<file path="src/rtl/core/pct_pkg.sv">
package pct_pkg;

    localparam int MAX_INDIVIDUALS_DEF = 256;
    localparam int FRACTION_BITS_DEF   = 16;

    // operation carried in s_tuser
    localparam logic OP_QUERY = 1'b1;

    // result error codes
    localparam logic [1:0] ERR_OK     = 2'd0;
    localparam logic [1:0] ERR_PARENT = 2'd1;
    localparam logic [1:0] ERR_QUERY  = 2'd2;

    // store access kinds issued by the controller
    localparam logic [2:0] ACC_BASE = 3'd0;  // row base of the newcomer
    localparam logic [2:0] ACC_DAM  = 3'd1;  // f(j,dam)
    localparam logic [2:0] ACC_SIRE = 3'd2;  // f(j,sire), then write f(n,j)
    localparam logic [2:0] ACC_DIAG = 3'd3;  // f(dam,sire), then write f(n,n)
    localparam logic [2:0] ACC_PAIR = 3'd4;  // query read

    typedef struct packed {
        logic       load;
        logic       issue;
        logic [2:0] kind;
        logic       clr_j;
        logic       inc_j;
        logic       finish;
        logic [1:0] err;
    } pct_cmd_t;

    typedef struct packed {
        logic is_query;
        logic add_bad;
        logic query_bad;
        logic no_earlier;
        logic last_j;
    } pct_stat_t;

endpackage

</file>
<file path="src/rtl/core/pct_ctrl.sv">
module pct_ctrl
(
    input  logic               clk,
    input  logic               rst_n,
    input  logic               s_tvalid,
    output logic               s_tready,
    output logic               m_tvalid,
    input  logic               m_tready,
    input  pct_pkg::pct_stat_t stat,
    output pct_pkg::pct_cmd_t  cmd
);
    import pct_pkg::*;

    localparam logic [3:0] S_IDLE    = 4'd0;
    localparam logic [3:0] S_CHECK   = 4'd1;
    localparam logic [3:0] S_BASE    = 4'd2;
    localparam logic [3:0] S_RD_DAM  = 4'd3;
    localparam logic [3:0] S_RD_SIRE = 4'd4;
    localparam logic [3:0] S_DIAG    = 4'd5;
    localparam logic [3:0] S_PAIR    = 4'd6;
    localparam logic [3:0] S_WAIT1   = 4'd7;
    localparam logic [3:0] S_WAIT2   = 4'd8;
    localparam logic [3:0] S_DONE    = 4'd9;

    logic [3:0] state_reg, state_next;
    logic [1:0] err_reg, err_next;
    logic       out_valid_reg, out_valid_next;

    always_comb
    begin
        cmd            = '0;
        cmd.err        = err_reg;
        state_next     = state_reg;
        err_next       = err_reg;
        out_valid_next = out_valid_reg;
        if (m_tready)
        begin
            out_valid_next = 1'b0;
        end
        unique case (state_reg)
            S_IDLE:
            begin
                if (s_tvalid)
                begin
                    cmd.load   = 1'b1;
                    state_next = S_CHECK;
                end
            end
            S_CHECK:
            begin
                if (stat.is_query)
                begin
                    err_next   = stat.query_bad ? ERR_QUERY : ERR_OK;
                    state_next = stat.query_bad ? S_DONE : S_PAIR;
                end
                else
                begin
                    err_next   = stat.add_bad ? ERR_PARENT : ERR_OK;
                    state_next = stat.add_bad ? S_DONE : S_BASE;
                end
            end
            S_BASE:
            begin
                cmd.issue  = 1'b1;
                cmd.kind   = ACC_BASE;
                cmd.clr_j  = 1'b1;
                state_next = stat.no_earlier ? S_DIAG : S_RD_DAM;
            end
            S_RD_DAM:
            begin
                cmd.issue  = 1'b1;
                cmd.kind   = ACC_DAM;
                state_next = S_RD_SIRE;
            end
            S_RD_SIRE:
            begin
                cmd.issue  = 1'b1;
                cmd.kind   = ACC_SIRE;
                cmd.inc_j  = 1'b1;
                state_next = stat.last_j ? S_DIAG : S_RD_DAM;
            end
            S_DIAG:
            begin
                cmd.issue  = 1'b1;
                cmd.kind   = ACC_DIAG;
                state_next = S_WAIT1;
            end
            S_PAIR:
            begin
                cmd.issue  = 1'b1;
                cmd.kind   = ACC_PAIR;
                state_next = S_WAIT1;
            end
            S_WAIT1:
            begin
                state_next = S_WAIT2;
            end
            S_WAIT2:
            begin
                state_next = S_DONE;
            end
            S_DONE:
            begin
                // result register free, or its word taken this cycle
                if (!out_valid_reg || m_tready)
                begin
                    cmd.finish     = 1'b1;
                    out_valid_next = 1'b1;
                    state_next     = S_IDLE;
                end
            end
            default:
            begin
                state_next = S_IDLE;
            end
        endcase
    end

    always_ff @(posedge clk or negedge rst_n)
    begin
        if (!rst_n)
        begin
            state_reg     <= S_IDLE;
            err_reg       <= ERR_OK;
            out_valid_reg <= 1'b0;
        end
        else
        begin
            state_reg     <= state_next;
            err_reg       <= err_next;
            out_valid_reg <= out_valid_next;
        end
    end

    assign s_tready = (state_reg == S_IDLE);
    assign m_tvalid = out_valid_reg;

endmodule

</file>
<file path="config.mk">
export PLATFORM = sky130hd
export DESIGN_NAME = pct_ctrl
export DESIGN_NICKNAME = d
export VERILOG_FILES = /design/src/rtl/core/pct_pkg.sv /design/src/rtl/core/pct_ctrl.sv
export SDC_FILE = /design/constraint.sdc
export NUM_CORES = 1
export LEC_CHECK = 0
export ABC_AREA = 1
export ABC_CLOCK_PERIOD_IN_PS = 1000
export BUFFER_PORTS_ARGS = -buffer_cell sky130_fd_sc_hd__buf_2
export CORE_AREA = 5 5 42 44
export DETAILED_ROUTE_END_ITERATION = 7
export DIE_AREA = 0 0 47 49
export PLACE_DENSITY = 0.6
export SLEW_MARGIN = 40
export SYNTH_ARGS = -nofsm -noshare
export SYNTH_HDL_FRONTEND = slang
export SYNTH_SLANG_ARGS = --single-unit
</file>
<file path="constraint.sdc">
create_clock -name clk -period 1 [get_ports clk]
set_input_delay 0.15 -clock clk [delete_from_list [all_inputs] [get_ports clk]]
set_output_delay 0.15 -clock clk [all_outputs]
set_load 0.005 [all_outputs]
</file>
**Word-level counts from Yosys, hierarchy flattened**

Cells that the tools add are included.
W data, S select, Z words.

- Word-level logic and storage cells: 40
- Output and inout bits: 12
- Flip-flop bits (word level): 7
- Input bits: 9

- Equality and inequality tests: 11
- Muxes and demuxes: 21
- Reduce and logical (&&, ||, !) cells: 5

Operators by type and width:

| operator | count |
|---|---|
| $pmux W4 S9 | 1 |
| $mux W4 | 5 |
| $pmux W4 S5 | 1 |
| $eq A4 B3 Y1 const B | 4 |
| $mux W1 | 10 |
| $eq A4 B2 Y1 const B | 2 |
| $eq A4 B4 Y1 const B | 2 |
| $mux W3 | 2 |
| $eq A4 B1 Y1 const B | 1 |
| $logic_not A4 Y1 | 1 |
| $mux W2 | 2 |
| $ne A2 B2 Y1 const B | 2 |
| $reduce_and A2 Y1 | 1 |
| $reduce_or A2 Y1 | 1 |
| $logic_not A1 Y1 | 1 |
| $logic_or A1 B1 Y1 | 1 |

**Logic depth before layout (Yosys ltp)**

Gate-level depths: netlist (run 1).

- Word-level depth: 4
- Depth in mapped cells: 8

**Worst setup path after synthesis (run 1)**

OpenSTA, ideal clock, no wires.

- Path kind: register to register
- Start: reg state_reg[0]
- End: reg state_reg[0]
- Setup slack: -0.071 ns
- Path buffers: 0
- Setup time: 0.117 ns
- Arrival: 0.953 ns
- Cell stages (with the launch flop): 9
- Cells stage by stage: dfrtp_1 -> inv_1 -> nand2_1 -> nor2_1 -> nand2_1 -> nand2_1 -> inv_1 -> nand2_1 -> nand2_1

- Word-level cells in the longest chain between the ends: 3
- Elaborated cells on any way between the ends: 15
- Those cells by class: eq/ne (11); mux (1); reduce/logical (3)

Ends and longest elaborated chain:

| what | RTL line | text |
|---|---|---|
| start: declaration | pct_ctrl.sv:25 | `logic [3:0] state_reg, state_next;` |
| start signal: assignment | pct_ctrl.sv:129 | `state_reg <= state_next;` |
| $logic_not A4 Y1 * | n/a |  |
| net s_tready | pct_ctrl.sv:6 | `output logic s_tready,` |
| $ne A2 B2 Y1 (no line) | n/a |  |
| $reduce_and A2 Y1 (no line) | n/a |  |

The timed path passes the listed nets; every way through them passes the cells marked *.
A chain may end at the register's enable or synchronous reset.

==> metrics.csv, run 1 <==
stage,metric,value,unit
status,run status,"finished, violations left",
status,failing checks,negative setup slack,
timing,Worst slew margin,84.5,%
global_routing,GRT Resource Usage Total,15.5,%
timing,hold_ws,0.113,ns
detailed_routing,wire length on met1,649,um
power_and_ir_drop,maximum VDD drop,1.51,mV
critical_path,crit path launch type,flop,
global_routing,vias in the first global route,623,
clock_network,clk sinks,7,
finish,share of cells above drive strength 1,62.8,%
timing,Final Skew,0.00451,ns
detailed_routing,Vias,645,
min_path,HP Class,primary input to flop,
synth,Syn. warnings,0,
floorplanning,IO Count,21,
synth,Post-Synth XOR/XNOR Area,0,%
floorplanning,Starting Density,32.5,%
detailed_routing,Routed met3 length,92,um
synth,Yosys cell types,14,
timing,Fin. Hold Viols,0,
synth,syn nets,78,
timing,final setup fails,15,
synth,"Seq/Total Area, Yosys",38.5,%
detailed_routing,routed wire length,1.66,mm
critical_path,CP max FO,6,
synth,synthesized area,455,um2
finish,"commonest cells after routing, fill and taps aside","20 x buf_2, 15 x buf_4, 14 x nand2_1",
power_and_ir_drop,Leak,0.476,nW
global_routing,first-pass GRT wire length,2.56,mm
synth,largest family of logic cells by synthesized area,simple AND/OR/NAND/NOR gates,
critical_path,Reg2Reg Setup Slack,-0.29,ns
synth,Compound-Gate Fraction of Synth Area,11.0,%
detailed_routing,WL met2,900,um
place,Final GP Congestion,0.840,
timing,final setup margin,-0.346,ns
detailed_routing,DRC Markers,0,
timing,fin crit period,1.35,ns
critical_path,"CP delay by family, top",flip-flops,
synth,Mapped Cells,69,
clock_network,root buf cell,clkbuf_4,
critical_path,worst path bufs/invs,3,
synth,"flops & latches, synth",7,
detailed_routing,remaining antenna violation count after routing,0,
critical_path,Most Frequent Cell on Critical Path,inv_2,
place,HPWL after DPL,1.10,mm
global_routing,largest net degree at the start of global routing,8,
timing,Tcrit/Tclk final,135,%
finish,"commonest non-fill, non-tap cell in the layout",buf_2,
critical_path,CP cell instances,inv_2 > nand2_4 > inv_2 > nand2_1 > nor2_1 > buf_2,
timing,pins over their slew limit,0,
critical_path,"Req. time, crit path",0.85,ns
floorplanning,chip width,47,um
critical_path,Slowest cell on crit path,dfrtp_1,
clock_network,CTS Buffer Depth,2,
critical_path,CP Capture Type,output pin,
finish,NumNets Final,123,
run,maxcap violations,0,
detailed_routing,DR WL/cell,12.9,um
detailed_routing,DR pass1 iterations,4,
floorplanning,row cnt,14,
detailed_routing,DR top layer,met4,
clock_network,number of buffers created by CTS,3,
global_routing,initial antenna violation count,0,
global_routing,global route overflow,0,
finish,max FFs per register,4,
finish,Final Util,62.5,%
floorplanning,core area,1400,um2
critical_path,"Arr. time, crit path",1.20,ns
timing,Fmax,0.743,GHz
synth,mux contribution to synthesized area,0,%
detailed_routing,initial drt markers,14,
clock_network,CTS tree,built,
critical_path,max incr delay on CP,0.40,ns
clock_network,H-tree Lvls,1,
critical_path,Crit Path Class,flop to output pin,
timing,unrepaired setup endpoints after global routing,yes,
place,port buffer count,20,
floorplanning,Die Y,49,um
finish,area delta synth->final,92.3,%
floorplanning,die area,2300,um2
clock_network,Worst-path clk slew,0.06,ns
detailed_routing,Via density,5.00,
clock_network,clock latency on the worst-skew pair,0.25,ns
power_and_ir_drop,PD cells,3110,nW/um2
timing,slew at the pin with the worst max-slew slack,0.233,ns
synth,Post-Synth Adder-Cell Area,0,%
synth,simple-gate share of the synthesized area,41.5,%
synth,Synth Area per Inst,6.60,um2
finish,n_diodes,0,
logic make-up (layout without fill, tap and decap cells):
logic type             count (synthesis)  after routing
AO/OA/AOI/OAI                          8              8
buffers and inverters                 11             55
flip-flops                             7              7
AND/OR/NAND/NOR                       43             43
layer usage:
layer  up-vias  track usage [%]
met4         0             5.07
met1       305             16.2
met2        23             28.5
met5         -                0
li1        313                -
met3         4             3.32
Yosys cell counts:
| cell type | count | area share [%] |
|---|---|---|
| nand2_1 | 19 | 16 |
| nor2_1 | 11 | 9.1 |
| inv_1 | 9 | 7.4 |
| dfrtp_1 | 7 | 38 |
| nand3_1 | 4 | 4.4 |
| o21ai_0 | 4 | 4.4 |
| nand2_2 | 3 | 4.1 |
| nor3_1 | 3 | 3.3 |
| inv_2 | 2 | 1.6 |
| nand4_1 | 2 | 2.7 |
| o211ai_1 | 2 | 3.3 |
| nand3_2 | 1 | 2.2 |
| o2111ai_1 | 1 | 1.9 |
| o22ai_1 | 1 | 1.4 |
worst paths after layout:
check / from / to / cells past startpoint
setup / recovery: state_reg[1]$_DFFE_PN0P_ / cmd[2] / 6
hold / removal: m_tready / m_tvalid$_DFF_PN0_ / 2
setup reg to reg: state_reg[1]$_DFFE_PN0P_ / state_reg[0]$_DFFE_PN0P_ / 9
hold reg to reg: err_reg[0]$_DFFE_PN0N_ / err_reg[0]$_DFFE_PN0N_ / 2
max in group asynchronous: rst_n / state_reg[0]$_DFFE_PN0P_ / 2
min in group asynchronous: rst_n / err_reg[0]$_DFFE_PN0N_ / 2
final cells by class:
class | count | area (um2)
clock buffer | 3 | 22.5
clock inverter | 1 | 5.00
fill | 141 | 526
inverter | 11 | 43.8
multi-input combinational | 51 | 339
sequential | 7 | 178
tap | 16 | 20.0
timing repair buffer | 40 | 268
metrics by stage:
step	power [mW]	std cells	setup TNS (ns)	cell area (um2)	worst slack (ns)
3_5_place_dp	1.76	116	-1.08	666	-0.136
3_3_place_gp	1.75	116	-1.03	666	-0.121
6_report	2.72	129	-3.96	876	-0.346
5_1_grt	2.93	129	-4.84	876	-0.422
4_1_cts	2.56	128	-3.53	846	-0.337
2_1_floorplan	1.18	69	-0.0560	463	-0.0302
where the power goes:
| part | internal [mW] | switching, mW | leakage, nW | total (mW) |
|---|---|---|---|---|
| Combinational | 0.918 | 0.965 | 0.370 | 1.88 |
| Clock | 0.147 | 0.119 | 0.0177 | 0.265 |
| Sequential | 0.407 | 0.167 | 0.0879 | 0.574 |
timing repair:
| item | in CTS | in global routing |
|---|---|---|
| hold buffers | 1 | 0 |
| buffers inserted | 7 | 1 |
| resized for setup | 26 | 5 |
| pin swaps | 4 | 0 |
| hold endpoints to repair | 7 | 0 |
| gates cloned | 0 | 0 |
| endpoints found under the setup margin | 15 | 15 |
Note: power is estimated with default switching activity, not from simulation.
==> inputs of run 2 (changes only) <==
--- a/config.mk
+++ b/config.mk
@@ -12,6 +12,7 @@
 export DETAILED_ROUTE_END_ITERATION = 7
 export DIE_AREA = 0 0 47 49
 export PLACE_DENSITY = 0.6
+export REMOVE_ABC_BUFFERS = 1
 export SLEW_MARGIN = 40
 export SYNTH_ARGS = -nofsm -noshare
 export SYNTH_HDL_FRONTEND = slang
==> run 2 against run 1 <==
The run still ends with negative setup slack left. Clock skew rose by 0.0032 ns. Combinational power is 4% lower. Final cell count shrank 3.1%. Maximum frequency is 0.47% lower. Count of clock-buffer cells in the layout rose by 1. Non-clock buffer count down 4. Routed wire length shrank 12%. First-iteration DRC count shrank 43%. Register-to-register slack improved by 0.10 ns. Sequential share of layout area increased by 0.78 points. Critical path depth is 2 lower. Largest cell class unchanged. Largest power group unchanged.
==> metrics.csv, run 2 (synthesized netlist as in run 1, its figures left out) <==
stage,metric,value,unit,change
status,run status,"finished, violations left",,
status,failing checks,negative setup slack,,
floorplanning,row cnt,14,,unchanged
timing,slew at the pin with the worst max-slew slack,0.298,ns,+0.0650 ns
timing,Final Skew,0.00771,ns,+0.00320 ns
run,maxcap violations,0,,unchanged
timing,pins over their slew limit,0,,unchanged
detailed_routing,Via density,4.74,,-5.1%
critical_path,crit path launch type,flop,,
finish,share of cells above drive strength 1,59.6,%,-3.2 points
detailed_routing,DR WL/cell,11.6,um,-9.4%
detailed_routing,routed wire length,1.46,mm,-12%
finish,"commonest cells after routing, fill and taps aside","20 x buf_2, 14 x nand2_1, 11 x buf_4",,
min_path,HP Class,primary input to flop,,
critical_path,Reg2Reg Setup Slack,-0.19,ns,+0.10 ns
clock_network,H-tree Lvls,1,,unchanged
timing,hold_ws,0.106,ns,-0.00756 ns
power_and_ir_drop,Leak,0.456,nW,-4.1%
timing,Worst slew margin,80.1,%,-4.4 points
critical_path,CP max FO,6,,unchanged
timing,Fmax,0.739,GHz,-0.47%
detailed_routing,initial drt markers,8,,-6
place,port buffer count,20,,unchanged
power_and_ir_drop,maximum VDD drop,1.81,mV,+20%
finish,max FFs per register,4,,unchanged
global_routing,GRT met1 Usage,14.0,%,-2.2 points
place,dpl ws,-0.135,ns,+0.00134 ns
global_routing,initial antenna violation count,0,,unchanged
place,Placed Area,643,um2,-3.4%
timing,sum of negative setup slack,-3.50,ns,+0.460 ns
global_routing,first-pass GRT wire length,2.26,mm,-12%
floorplanning,chip width,47,um,unchanged
power_and_ir_drop,PD cells,3110,nW/um2,about the same
place,Final GP Congestion,0.815,,-3.0%
global_routing,GR Util met2,24.0,%,-4.5 points
power_and_ir_drop,Tot Pwr,2.62,mW,-3.8%
finish,final-layout fill cell count,126,,-11%
global_routing,global route overflow,0,,unchanged
detailed_routing,DRC Markers,0,,unchanged
finish,n_diodes,0,,unchanged
floorplanning,IO Count,21,,unchanged
floorplanning,Starting Density,32.5,%,unchanged
detailed_routing,Vias,593,,-8.1%
floorplanning,Die Y,49,um,unchanged
detailed_routing,remaining antenna violation count after routing,0,,unchanged
clock_network,CTS tree,built,,
global_routing,M3 GR Usage,5.54,%,+2.2 points
clock_network,CTS Buffer Depth,2,,unchanged
finish,area delta synth->final,85.2,%,
critical_path,Crit Path Class,flop to output pin,,
finish,"commonest non-fill, non-tap cell in the layout",buf_2,,
global_routing,largest net degree at the start of global routing,8,,unchanged
clock_network,clock latency on the worst-skew pair,0.25,ns,about the same
clock_network,Worst-path clk slew,0.05,ns,about the same
critical_path,"Req. time, crit path",0.85,ns,about the same
global_routing,vias in the first global route,570,,-8.5%
clock_network,clk sinks,7,,unchanged
timing,Fin. Hold Viols,0,,unchanged
timing,final setup margin,-0.353,ns,-0.00638 ns
floorplanning,die area,2300,um2,unchanged
global_routing,gr busiest metal,met2,,
floorplanning,core area,1400,um2,unchanged
global_routing,GRT Resource Usage Total,13.4,%,-2.0 points
clock_network,number of buffers created by CTS,3,,unchanged
critical_path,CP Capture Type,output pin,,
timing,final setup fails,15,,unchanged
clock_network,root buf cell,clkbuf_4,,
timing,unrepaired setup endpoints after global routing,yes,,
finish,NumNets Final,119,,-3.3%
finish,"Design Area, Final",843,um2,-3.7%
place,HPWL after DPL,1.03,mm,-6.2%
timing,Tcrit/Tclk final,135,%,+0.64 points
detailed_routing,DR pass1 iterations,4,,unchanged
timing,fin crit period,1.35,ns,+0.00638 ns
critical_path,"Arr. time, crit path",1.20,ns,about the same
run 2: report_power, final:
group / total (mW) / switching [mW] / internal [mW]
Combinational: 1.80 / 0.921 / 0.879
Clock: 0.256 / 0.104 / 0.152
Sequential: 0.564 / 0.156 / 0.407
run 2: worst max-delay path, stage by stage, from the launching register on:
cell     delay [ns]
dfrtp_2        0.46
inv_2          0.09
nand2_4        0.08
nor3_2         0.16
buf_2          0.15
run 2: area by class of cell:
cell class | instances | area [um2] | share of cell area, %
inverter | 11 | 46.3 | 5.49
multi-input combinational | 51 | 335 | 39.8
clock buffer | 4 | 26.3 | 3.12
sequential | 7 | 178 | 21.1
tap | 16 | 20.0 | 2.37
timing repair buffer | 36 | 238 | 28.2
run 2: worst paths after layout:
kind / from / to / cells past startpoint
worst max-delay path: state_reg[2]$_DFFE_PN0P_ / cmd[4] / 4
worst min-delay path: m_tready / m_tvalid$_DFF_PN0_ / 2
worst max register to register: state_reg[2]$_DFFE_PN0P_ / state_reg[0]$_DFFE_PN0P_ / 8
worst min register to register: err_reg[1]$_DFFE_PN0N_ / err_reg[1]$_DFFE_PN0N_ / 2
max in group asynchronous: rst_n / state_reg[0]$_DFFE_PN0P_ / 2
min in group asynchronous: rst_n / err_reg[0]$_DFFE_PN0N_ / 2
run 2: layer usage:
layer | part of all wire (%) | vias up
met1 | 40 | 275
met5 | 0 | -
li1 | - | 304
met4 | 0.41 | 0
met2 | 57 | 12
met3 | 2.8 | 2
run 2: through the flow:
stage,util (%),instances
after floorplan,-,69
after global placement,45.9,114
after detailed placement,45.9,114
after CTS,54.6,121
after global routing,60.2,125
final,60.2,125
run 2: timing repair:
| item | in CTS | in global routing |
|---|---|---|
| endpoints found under the setup margin | 14 | 15 |
| hold buffers | 1 | 0 |
| gates cloned | 0 | 0 |
| resized for setup | 21 | 14 |
| setup buffers | 2 | 4 |
| pin swaps | 5 | 6 |
| endpoints found under the hold margin | 7 | 0 |
